<file path="config.mk">
export PLATFORM = sky130hd
export DESIGN_NAME = dyp_sqrt_cell
export DESIGN_NICKNAME = d
export VERILOG_FILES = /design/src/hdl/dyp_pkg.sv /design/src/hdl/dyp_sqrt_cell.sv
export SDC_FILE = /design/constraint.sdc
export NUM_CORES = 1
export LEC_CHECK = 0
export BUFFER_PORTS_ARGS = -buffer_cell sky130_fd_sc_hd__buf_2
export CORE_AREA = 5 5 378 380
export CTS_CLUSTER_SIZE = 24
export DETAILED_ROUTE_END_ITERATION = 8
export DIE_AREA = 0 0 383 385
export PLACE_DENSITY_LB_ADDON = 0.08
export SYNTH_ARGS = -nofsm -noshare
export SYNTH_HDL_FRONTEND = slang
export SYNTH_SLANG_ARGS = --single-unit
</file>
<file path="constraint.sdc">
create_clock -name i_clk -period 4.3 [get_ports i_clk]
set_input_delay 0.86 -clock i_clk [delete_from_list [all_inputs] [get_ports i_clk]]
set_output_delay 0.86 -clock i_clk [all_outputs]
set_load 0.01 [all_outputs]
</file>
<file path="src/hdl/dyp_pkg.sv">
// Shared types, constants and the arctangent table for the direction to yaw/pitch core.
// Used by dyp_sqrt_cell, dyp_cordic_cell and direction_to_yaw_pitch_core.
package dyp_pkg;

    localparam int ITERATIONS_DEF = 24;
    localparam int SQRT_STEPS     = 32;
    localparam int CW             = 51;
    localparam int AW             = 26;

    localparam logic signed [AW-1:0] ANG_90  = 26'sd5898240;
    localparam logic [AW-1:0]        ANG_360 = 26'd23592960;

    localparam logic [1:0] QUAD_0   = 2'd0;
    localparam logic [1:0] QUAD_90  = 2'd1;
    localparam logic [1:0] QUAD_180 = 2'd2;
    localparam logic [1:0] QUAD_270 = 2'd3;

    typedef struct packed {
        logic                 deg;
        logic                 zneg;
        logic                 zzero;
        logic [1:0]           quad;
        logic [31:0]          az;
        logic [63:0]          n;
        logic [63:0]          res;
        logic [63:0]          sq;
        logic signed [CW-1:0] ya;
        logic signed [CW-1:0] yb;
        logic signed [AW-1:0] yz;
        logic signed [CW-1:0] pa;
        logic signed [CW-1:0] pb;
        logic signed [AW-1:0] pz;
    } t_data;

    function automatic logic signed [AW-1:0] atan_q16(input logic [4:0] idx);
        logic signed [AW-1:0] v;
        case (idx)
            5'd0:  v = 26'sd2949120;
            5'd1:  v = 26'sd1740967;
            5'd2:  v = 26'sd919879;
            5'd3:  v = 26'sd466945;
            5'd4:  v = 26'sd234379;
            5'd5:  v = 26'sd117304;
            5'd6:  v = 26'sd58666;
            5'd7:  v = 26'sd29335;
            5'd8:  v = 26'sd14668;
            5'd9:  v = 26'sd7334;
            5'd10: v = 26'sd3667;
            5'd11: v = 26'sd1833;
            5'd12: v = 26'sd917;
            5'd13: v = 26'sd458;
            5'd14: v = 26'sd229;
            5'd15: v = 26'sd115;
            5'd16: v = 26'sd57;
            5'd17: v = 26'sd29;
            5'd18: v = 26'sd14;
            5'd19: v = 26'sd7;
            5'd20: v = 26'sd4;
            5'd21: v = 26'sd2;
            5'd22: v = 26'sd1;
            default: v = '0;
        endcase
        return v;
    endfunction

endpackage

</file>
<file path="src/hdl/dyp_sqrt_cell.sv">
// One digit step of the integer square root, registered.
// Depends on dyp_pkg.
module dyp_sqrt_cell
    import dyp_pkg::*;
#(
    parameter int STEP = 0
) (
    input  logic  i_clk,
    input  logic  i_rst_n,
    input  logic  i_en,
    input  logic  i_vld,
    input  t_data i_d,
    output logic  o_vld,
    output t_data o_d
);

    localparam logic [63:0] BIT = 64'd1 << (62 - 2 * STEP);

    logic        r_vld;
    t_data       r_d;
    t_data       n_d;
    logic [63:0] trial;

    always_comb begin
        n_d   = i_d;
        trial = i_d.res + BIT;
        if (i_d.n >= trial) begin
            n_d.n   = i_d.n - trial;
            n_d.res = (i_d.res >> 1) + BIT;
        end else begin
            n_d.res = i_d.res >> 1;
        end
    end

    always_ff @(posedge i_clk) begin
        if (!i_rst_n) begin
            r_vld <= 1'b0;
        end else if (i_en) begin
            r_vld <= i_vld;
        end
    end

    always_ff @(posedge i_clk) begin
        if (i_en) begin
            r_d <= n_d;
        end
    end

    assign o_vld = r_vld;
    assign o_d   = r_d;

endmodule

</file>
==> results.txt <==
----------------------------------------------------
[Timing]
  Final count of pins violating max slew ... 0
  Worst slew margin relative to its limit ... 50.9%
  Final number of hold-violating endpoints ... 0
  RSZ-0062 raised after global routing ... false
  Worst Tran Pin Value ... 0.736 ns
  Clk_skew ... 0 ns
  Shortest clock period the worst path allows after layout ... 3.49 ns
  Post-Route Hold Slack ... 0.377 ns
  Finish-stage setup viols ... 0
  Highest clock frequency the design can meet ... 287 MHz
  Tcrit/Tclk final ... 81.1%

[Critical path]
  Endpoint of the most critical register-to-register path ... o_vld
  Critical Path End Type ... register
  Class of the most critical setup path ... primary input to register
  Data required time of the worst path ... 4.70 ns
  Stage delay of the slowest cell on the critical path ... 0.48 ns
  Crit path DAT ... 3.89 ns
  Reg-to-reg slack, setup ... 3.71 ns
  Worst path top cell family by delay ... compound AO/OA/AOI/OAI gates
  CP Depth ... 14
  Slowest library cell on the worst path ... o21ai_0
  Type of element launching the critical path ... primary input
  Critical register-to-register path startpoint ... o_vld
  Crit path buf inv count ... 4
  Worst path cell trace ... buf_2 -> inv_1 -> ha_1 -> a21o_1 -> a21oi_1 -> a21boi_2 -> o21ai_0 -> a31oi_1 -> buf_4 -> buf_4 -> a21boi_0 -> a21oi_1 -> xor2_1 -> mux2_2
  R2r worst-path depth ... 2
  Largest fanout on the critical path ... 4

[Placed design]
  Number of instances in the placed design ... 4,078
  Estimated wirelength of the detail-placed design ... 93,100 um
  Cell Area, Placed ... 0.0270 mm^2
  Final estimated routing congestion in global placement ... 0.887
  Port Buffers ... 974

[Global route]
  Pin count of the biggest net entering global routing ... 83
  Overall routing resource usage ... 14.3%
  Global-route wire length before repair ... 145,000 um
  Vias in the first global route ... 16,190
  Remaining global-route overflow ... 0
  Initial antenna violation count ... 61

[CTS]
  Num CTS Buffers ... 69
  CTS sink cnt ... 486
  Clock latency of the later-clocked register in the worst-skew pair ... 0.64 ns
  Clock tree buffer depth ... 3
  Number of cells upsized or downsized after cts ... 0
  Clock tree from TritonCTS ... built
  Register clock-pin slew on the reported worst setup and hold paths ... 0.06 ns
  Post-CTS setup buffers ... 0
  Number of levels in the clock H-tree ... 3
  CTS Hold Bufs ... 0
  Clock Root Buffer ... clkbuf_16

[Logic synthesis]
  Primary FF master, synth ... edfxtp_1
  Asr flop ratio synth ... 0%
  Synthesized flop and latch total ... 486
  Library cell with the highest instance count after synthesis ... edfxtp_1
  Mean area per synthesized cell ... 15.3 um^2
  Number of unique standard cell types used by synthesis ... 65
  Count of flip-flops with a built-in enable after synthesis ... 485
  Library cell with the largest summed area after synthesis ... edfxtp_1
  Sequential cell area fraction in the yosys report ... 74.9%
  Most area-consuming cells after synthesis ... edfxtp_1, ha_1, o21ai_0
  Gate count after technology mapping ... 1,272
  Commonest cells post-synth ... edfxtp_1, nand2_1, o21ai_0
  Nets in the synthesized netlist ... 1,826
  Post-Syn Area ... 0.0195 mm^2
  Warnings, synthesis ... 0
  Fraction of post-synthesis cell area in the top cell type by area ... 74.8%

[Layout]
  Final cell count without fillers ... 4,215
  Final Cell Area ... 0.0292 mm^2
  Fraction of the core area covered by cells at the end of the flow ... 21.0%
  Area of combinational cells with multiple inputs ... 0.00442 mm^2
  Net count of the finished layout ... 2,896
  Layout cell share with drive strength beyond 1 ... 48.2%
  Post-synthesis to final-layout area growth ... 49.7%
  Area of all sequential standard cells ... 0.0146 mm^2
  Layout filler cell count ... 15,146

[Worst hold path]
  Sink of the worst hold path ... o_d[265]
  Worst hold path type ... primary input to register
  HP Start ... i_d[265]
  Number of cells on the worst hold path ... 1

[Die]
  Effective utilization at floorplan ... 14.0%
  Ports ... 975
  Y dimension of the die ... 385 um
  Area of the die ... 0.147 mm^2
  Chip Width ... 383 um
  Area of the core region ... 0.139 mm^2
  Site Rows ... 137

[Power]
  Highest ir drop seen on vdd ... 217 uV
  Leakage power total ... 12.3 nW
  Pwr per Cell Area ... 462 mW/mm^2

[Status]
  Status ... finished, final reports clean

[Drt]
  Residual DRC count ... 0
  Routed vias ... 15,419
  Via-to-Cell Ratio ... 3.66
  Remaining antenna violation count after routing ... 0
  Detailed Route WL ... 111,000 um
  DRC marker count from the first detailed-route iteration ... 716
  Detailed-route wire length per cell ... 26.3 um
  First-pass iteration count of the detailed router ... 4

[Job]
  Maxcap violations ... 0

----------------------------------------------------
-- power by group --
part / total, mW / internal [mW] / switching [mW]
clock network: 5.49 / 3.15 / 2.34
registers: 5.83 / 5.71 / 0.120
logic: 2.16 / 0.805 / 1.36
-- layout make-up --
class	instances	share of cell area (%)
diodes	14	0.120
repair buffers	1036	18.6
flip-flops and latches	486	50.0
clock inverters	37	1.06
clock buffers	86	6.24
inverters	80	1.03
multi-input cells	669	15.2
well taps	1807	7.75
-- worst register-to-register path: stages (launching register included) --
cell	delay [ns]
dfxtp_1	0.31
mux2i_1	0.12
nor2b_1	0.06
-- how the worst max path moves through the flow --
| stage | from | end | slack [ns] |
|---|---|---|---|
| after floorplan | i_d[384] | o_d[446] | 0.86 |
| after global placement | i_d[321] | o_d[427] | 0.03 |
| after detailed placement | i_d[323] | o_d[427] | -0.03 |
| after CTS | i_d[323] | o_d[427] | 0.71 |
| after global routing | i_d[323] | o_d[427] | 0.58 |
| final | i_d[323] | o_d[427] | 0.81 |
-- kinds of logic (layout without fill, tap and decap cells) --
kind of cell,count (synthesis),count (layout),synth area share (%)
and+or+nand+nor,236,236,5.82
DFF,486,486,74.9
buffers and inverters,117,1239,2.43
muxes,7,7,0.392
xor gates and xnor gates,58,58,2.61
AOI/OAI and AO/OA,303,303,9.68
adders and majority gates,65,65,4.21
other,0,14,0
-- cell usage in the layout (no fill, tap or decap), drive strengths merged, types with 7 or more instances in the layout --
| cell | count |
|---|---|
| o21ai | 93 |
| nor3 | 15 |
| clkinv | 28 |
| o21bai | 21 |
| nor2b | 9 |
| nand4 | 24 |
| a21oi | 86 |
| xor2 | 25 |
| nand2 | 107 |
| a21o | 45 |
| edfxtp | 485 |
| buf | 1036 |
| diode | 14 |
| inv | 85 |
| a31oi | 8 |
| nand3 | 9 |
| nor2 | 38 |
| o21a | 9 |
| o211ai | 7 |
| ha | 64 |
| clkbuf | 86 |
| xnor2 | 33 |
-- sequential cells by signal, indices dropped and copies added, names as in the netlist --
signal  flops
o_vld       1
o_d       485
-- metal layers --
| layer | wire (um) | track usage (%) | up-vias | part of all wire (%) |
|---|---|---|---|---|
| met5 | 417 | 0 | - | 0.38 |
| met4 | 2670 | 3.50 | 62 | 2.4 |
| met3 | 10200 | 6.22 | 179 | 9.2 |
| met2 | 60100 | 27.5 | 612 | 54 |
| met1 | 37600 | 13.9 | 7578 | 34 |
| li1 | - | - | 6988 | - |
-- stage by stage --
stage          setup TNS, ns  total power [mW]  setup WS [ns]
2_1_floorplan              0              6.79          0.862
3_3_place_gp               0              8.21         0.0280
4_1_cts                    0              13.9          0.707
3_5_place_dp         -0.0299              8.18        -0.0299
6_report                   0              13.5          0.811
5_1_grt                    0              14.2          0.577
No activity file was read; power rests on OpenSTA's default activity.
