File: config.mk
export PLATFORM = sky130hd
export DESIGN_NAME = dyp_cordic_cell
export DESIGN_NICKNAME = d
export VERILOG_FILES = /design/src/hdl/dyp_pkg.sv /design/src/hdl/dyp_cordic_cell.sv
export SDC_FILE = /design/constraint.sdc
export NUM_CORES = 1
export LEC_CHECK = 0
export ABC_AREA = 1
export BUFFER_PORTS_ARGS = -buffer_cell sky130_fd_sc_hd__buf_2
export CAP_MARGIN = 20
export CORE_AREA = 2 2 381 383
export CTS_BUF_LIST = sky130_fd_sc_hd__clkbuf_8
export DETAILED_ROUTE_END_ITERATION = 8
export DIE_AREA = 0 0 383 385
export PLACE_DENSITY = 0.45
export SKIP_LAST_GASP = 1
export SLEW_MARGIN = 10
export SYNTH_ARGS = -nofsm -noshare
export SYNTH_HDL_FRONTEND = slang
export SYNTH_SLANG_ARGS = --single-unit
File: constraint.sdc
create_clock -name i_clk -period 2.7 [get_ports i_clk]
set_clock_uncertainty 0.05 [all_clocks]
set_input_delay 0 -clock i_clk [delete_from_list [all_inputs] [get_ports i_clk]]
set_output_delay 0 -clock i_clk [all_outputs]
set_load 0.02 [all_outputs]
File: src/hdl/dyp_pkg.sv
// Shared types, constants and the arctangent table for the direction to yaw/pitch core.
// Used by dyp_sqrt_cell, dyp_cordic_cell and direction_to_yaw_pitch_core.
package dyp_pkg;

    localparam int ITERATIONS_DEF = 24;
    localparam int SQRT_STEPS     = 32;
    localparam int CW             = 51;
    localparam int AW             = 26;

    localparam logic signed [AW-1:0] ANG_90  = 26'sd5898240;
    localparam logic [AW-1:0]        ANG_360 = 26'd23592960;

    localparam logic [1:0] QUAD_0   = 2'd0;
    localparam logic [1:0] QUAD_90  = 2'd1;
    localparam logic [1:0] QUAD_180 = 2'd2;
    localparam logic [1:0] QUAD_270 = 2'd3;

    typedef struct packed {
        logic                 deg;
        logic                 zneg;
        logic                 zzero;
        logic [1:0]           quad;
        logic [31:0]          az;
        logic [63:0]          n;
        logic [63:0]          res;
        logic [63:0]          sq;
        logic signed [CW-1:0] ya;
        logic signed [CW-1:0] yb;
        logic signed [AW-1:0] yz;
        logic signed [CW-1:0] pa;
        logic signed [CW-1:0] pb;
        logic signed [AW-1:0] pz;
    } t_data;

    function automatic logic signed [AW-1:0] atan_q16(input logic [4:0] idx);
        logic signed [AW-1:0] v;
        case (idx)
            5'd0:  v = 26'sd2949120;
            5'd1:  v = 26'sd1740967;
            5'd2:  v = 26'sd919879;
            5'd3:  v = 26'sd466945;
            5'd4:  v = 26'sd234379;
            5'd5:  v = 26'sd117304;
            5'd6:  v = 26'sd58666;
            5'd7:  v = 26'sd29335;
            5'd8:  v = 26'sd14668;
            5'd9:  v = 26'sd7334;
            5'd10: v = 26'sd3667;
            5'd11: v = 26'sd1833;
            5'd12: v = 26'sd917;
            5'd13: v = 26'sd458;
            5'd14: v = 26'sd229;
            5'd15: v = 26'sd115;
            5'd16: v = 26'sd57;
            5'd17: v = 26'sd29;
            5'd18: v = 26'sd14;
            5'd19: v = 26'sd7;
            5'd20: v = 26'sd4;
            5'd21: v = 26'sd2;
            5'd22: v = 26'sd1;
            default: v = '0;
        endcase
        return v;
    endfunction

endpackage

File: src/hdl/dyp_cordic_cell.sv
// One vectoring rotation for both the yaw and the pitch pair, registered.
// Depends on dyp_pkg.
module dyp_cordic_cell
    import dyp_pkg::*;
#(
    parameter int STEP = 0
) (
    input  logic  i_clk,
    input  logic  i_rst_n,
    input  logic  i_en,
    input  logic  i_vld,
    input  t_data i_d,
    output logic  o_vld,
    output t_data o_d
);

    localparam logic signed [AW-1:0] ANG = atan_q16(5'(STEP));

    logic  r_vld;
    t_data r_d;
    t_data n_d;

    always_comb begin
        n_d = i_d;
        if (!i_d.yb[CW-1]) begin
            n_d.ya = i_d.ya + (i_d.yb >>> STEP);
            n_d.yb = i_d.yb - (i_d.ya >>> STEP);
            n_d.yz = i_d.yz + ANG;
        end else begin
            n_d.ya = i_d.ya - (i_d.yb >>> STEP);
            n_d.yb = i_d.yb + (i_d.ya >>> STEP);
            n_d.yz = i_d.yz - ANG;
        end
        if (!i_d.pb[CW-1]) begin
            n_d.pa = i_d.pa + (i_d.pb >>> STEP);
            n_d.pb = i_d.pb - (i_d.pa >>> STEP);
            n_d.pz = i_d.pz + ANG;
        end else begin
            n_d.pa = i_d.pa - (i_d.pb >>> STEP);
            n_d.pb = i_d.pb + (i_d.pa >>> STEP);
            n_d.pz = i_d.pz - ANG;
        end
    end

    always_ff @(posedge i_clk) begin
        if (!i_rst_n) begin
            r_vld <= 1'b0;
        end else if (i_en) begin
            r_vld <= i_vld;
        end
    end

    always_ff @(posedge i_clk) begin
        if (i_en) begin
            r_d <= n_d;
        end
    end

    assign o_vld = r_vld;
    assign o_d   = r_d;

endmodule

==> flow_summary_export.csv <==
group,metric,value,unit
floorplanning,core,0.143,mm²
hold_path,min_path_type,"input port to flip-flop",
clock_network,cts_tree,"built",
synth,ys_types,53,
sta,setup_ws,0.0828,ns
critical_path,start_kind,"input port",
placed_design,io_buffer_count,974,
final_layout,areaGrowthSynthToFinish,50.9,%
critical_path,cp.required,3.27,ns
drt,wirelength,283000,µm
sta,max_freq,382,MHz
placed_design,hpwl,240000,µm
floorplanning,fp.dieH,385,µm
global_routing,grt_pass1_vias,49600,
critical_path,arrival,3.19,ns
sta,period_minus_slack,2.62,ns
critical_path,r2r_end,"o_vld",
global_routing,grt_pass1_wl,379000,µm
status,status,"completed",
drt,dr.pass1.iters,6,
floorplanning,die_x,383,µm
synth,syn_area,0.0418,mm²
pwr,p_leak,32.3,nW
final_layout,design_area,0.0631,mm²
synth,postSynth.asyncResetShare,0,%
floorplanning,io_pins,975,
final_layout,nFillCells,14900,
critical_path,critPathMaxFanout,6,
pwr,peakVddDrop,0.438,mV
clock_network,clockRootBuffer,"clkbuf_8",
drt,drc_errors,0,
drt,first_iter_violations,4281,
floorplanning,start_util,29.2,%
job,drv_cap,0,
sta,worst_pin_slew,0.867,ns
critical_path,critPathMostFrequentCell,"nand2_1",
critical_path,reg2reg_from,"o_vld",
final_layout,drive_gt1_share,24.9,%
sta,finalSetupViolCount,0,
sta,slew_headroom,42.2,%
synth,synth_top_area_share,34.7,%
global_routing,grt_overflow_total,0,
synth,synth_cells,5942,
drt,wl_per_cell,27.5,µm
synth,synthTopCellsByArea,"edfxtp_1, nand2_1, ha_1, inv_1, nand3_1",
final_layout,seq_area,0.0145,mm²
synth,synth_flop_cell,"edfxtp_1",
sta,rsz0062_at_grt,"yes",
global_routing,grt_max_degree,109,
synth,synth-edff-count,483,
critical_path,worst_path_dominant_cell_family,"buffers and inverters",
synth,syn_nets,6787,
clock_network,cts-htree-levels,3,
placed_design,place_ws,-0.200,ns
critical_path,crit_path_start,"i_d[100]",
synth,synth-seq-area-share,34.7,%
synth,synth.avg_cell_area,7.04,µm²
critical_path,reg2reg_depth,3,
global_routing,antenna_found_initial,51,
pwr,power_density,486,mW/mm²
critical_path,slowest_delay,0.56,ns
drt,via_count,50800,
critical_path,path_depth,17,
floorplanning,die_area,0.147,mm²
synth,yosys.area.top_type,"edfxtp_1",
critical_path,regToRegSetupSlack,1.21,ns
critical_path,crit_type,"input port to flip-flop",
final_layout,multiInputGateArea,0.0227,mm²
critical_path,critPathCaptureType,"flip-flop",
clock_network,path_clk_slew,0.06,ns
critical_path,worst-path-buf-inv,6,
floorplanning,fp-row-count,139,
clock_network,cts_buffers,96,
sta,timing.final.crit_share,96.9,%
drt,ant_nets,0,
sta,report.final.slew_viol_count,0,
clock_network,worst_skew_pair.late_latency,0.86,ns
critical_path,path_cells,"dlygate4sd3_1, buf_2, ha_1, buf_4, buf_4, nor2_4, nand2_1, nor2_2, buf_4, nand2_1, nor2_1, nand2_1, nand2_1, nand2_1, nand3_1, dlygate4sd3_1, nand2_1",
critical_path,cp_slowest_cell,"dlygate4sd3_1",
clock_network,clock_path_buffers,3,
synth,ys_ff_latch,484,
global_routing,gr-usage-all-layers,36.9,%
synth,yosysWarnings,0,
final_layout,final_net_count,9149,
clock_network,clock_sinks,484,
critical_path,endpoint,"o_d[75]",
sta,finalHoldViolCount,0,
placed_design,gp_congestion,1.09,
placed_design,placed_area,0.0542,mm²
drt,routed_via_density,4.93,
==> power by group <==
group | leakage, nW | internal, W | total [W] | switching, W
clock | 1.05 | 0.00398 | 0.00810 | 0.00412
sequential | 4.73 | 0.00930 | 0.00989 | 0.000587
combinational | 26.5 | 0.00454 | 0.0127 | 0.00817
==> cells by family after synthesis <==
group / count (synthesis) / share of synthesized area (%)
AOI/OAI and AO/OA: 850 / 11.2
xor gates and xnor gates: 63 / 1.32
adders and majority gates: 356 / 10.8
buffers and inverters: 1185 / 11.5
DFF: 484 / 34.7
and+or+nand+nor: 3004 / 30.5
==> timing repair <==
item / in CTS / in global routing
hold buffers: 679 / 0
endpoints found under the hold margin: 896 / 0
setup endpoints to repair: 0 / 19
resized for setup: 0 / 50
buffers inserted: 0 / 1
==> stage by stage <==
stage          setup TNS [ns]  power (W)  util [%]  std cells  hold slack, ns
4_1_cts                     0     0.0305      43.9      10300         0.00476
2_1_floorplan               0     0.0152         -       5942          0.0435
3_5_place_dp           -0.489     0.0214      37.9       9430           0.128
6_report                    0     0.0307      44.1      10300          0.0359
5_1_grt               -0.0582     0.0319      44.1      10300          0.0507
3_3_place_gp           -0.713     0.0215      37.9       9430           0.127
==> cell type report <==
class                           instances  area share [%]
Sequential cell                       484            23.0
Multi-Input combinational cell       4273            35.9
Clock buffer                           96            2.09
Antenna cell                           32           0.127
Inverter                             1045            6.22
Clock inverter                         73           0.928
Timing Repair Buffer                 2404            28.0
Tap cell                             1903            3.77
==> worst min path at each step <==
stage,cells past startpoint,end,from
after floorplan,1,o_vld,i_en
after global placement,1,o_d[339],i_d[339]
after detailed placement,1,o_d[8],i_d[8]
after CTS,10,o_d[126],i_d[74]
after global routing,6,o_d[89],i_d[89]
final,6,o_d[89],i_d[89]
==> metal layers <==
layer,part of all wire [%],vias up,GRT usage (%)
met3,7.8,624,9.26
met2,46,2283,60.6
met4,8.4,26,26.7
li1,-,23900,-
met1,38,24000,41.7
met5,0.062,-,0.747
==> sequential cells by signal, indices dropped and copies added (netlist names) <==
| signal | flops |
|---|---|
| o_d | 483 |
| o_vld | 1 |
==> synthesized netlist by cell type (26+ instances only) <==
| master | number |
|---|---|
| nand4_1 | 97 |
| o22ai_1 | 30 |
| nand2_1 | 1766 |
| inv_2 | 27 |
| xor2_1 | 52 |
| ha_1 | 348 |
| o21bai_1 | 56 |
| a21oi_1 | 378 |
| buf_2 | 26 |
| nor2_2 | 57 |
| nor2_1 | 415 |
| buf_4 | 65 |
| inv_1 | 1015 |
| nand2_2 | 33 |
| o21ai_1 | 43 |
| o21ai_0 | 278 |
| nor3_1 | 38 |
| nand3_1 | 521 |
| edfxtp_1 | 483 |
==> cell usage in the layout (no fill, tap or decap), drive strengths merged, types with 3 or more instances in the layout <==
| master | instances |
|---|---|
| a31oi | 5 |
| ha | 348 |
| and2 | 27 |
| nand4 | 97 |
| nand3 | 530 |
| nor3 | 48 |
| o21ai | 323 |
| nand2 | 1802 |
| clkinv | 45 |
| bufinv | 6 |
| xnor2 | 11 |
| edfxtp | 483 |
| a21boi | 3 |
| xor2 | 52 |
| or2 | 17 |
| diode | 32 |
| inv | 1066 |
| nor2 | 476 |
| o21bai | 60 |
| o211ai | 18 |
| a21oi | 404 |
| fa | 8 |
| buf | 1726 |
| clkbuf | 96 |
| o22ai | 30 |
| dlygate4sd3 | 678 |
==> tightest hold or removal path: stages <==
cell,delay [ns]
buf_2,0.14
ha_4,0.19
buf_4,0.14
nand2_1,0.05
inv_1,0.04
o22ai_1,0.14
(Power assumes the default switching activity.)
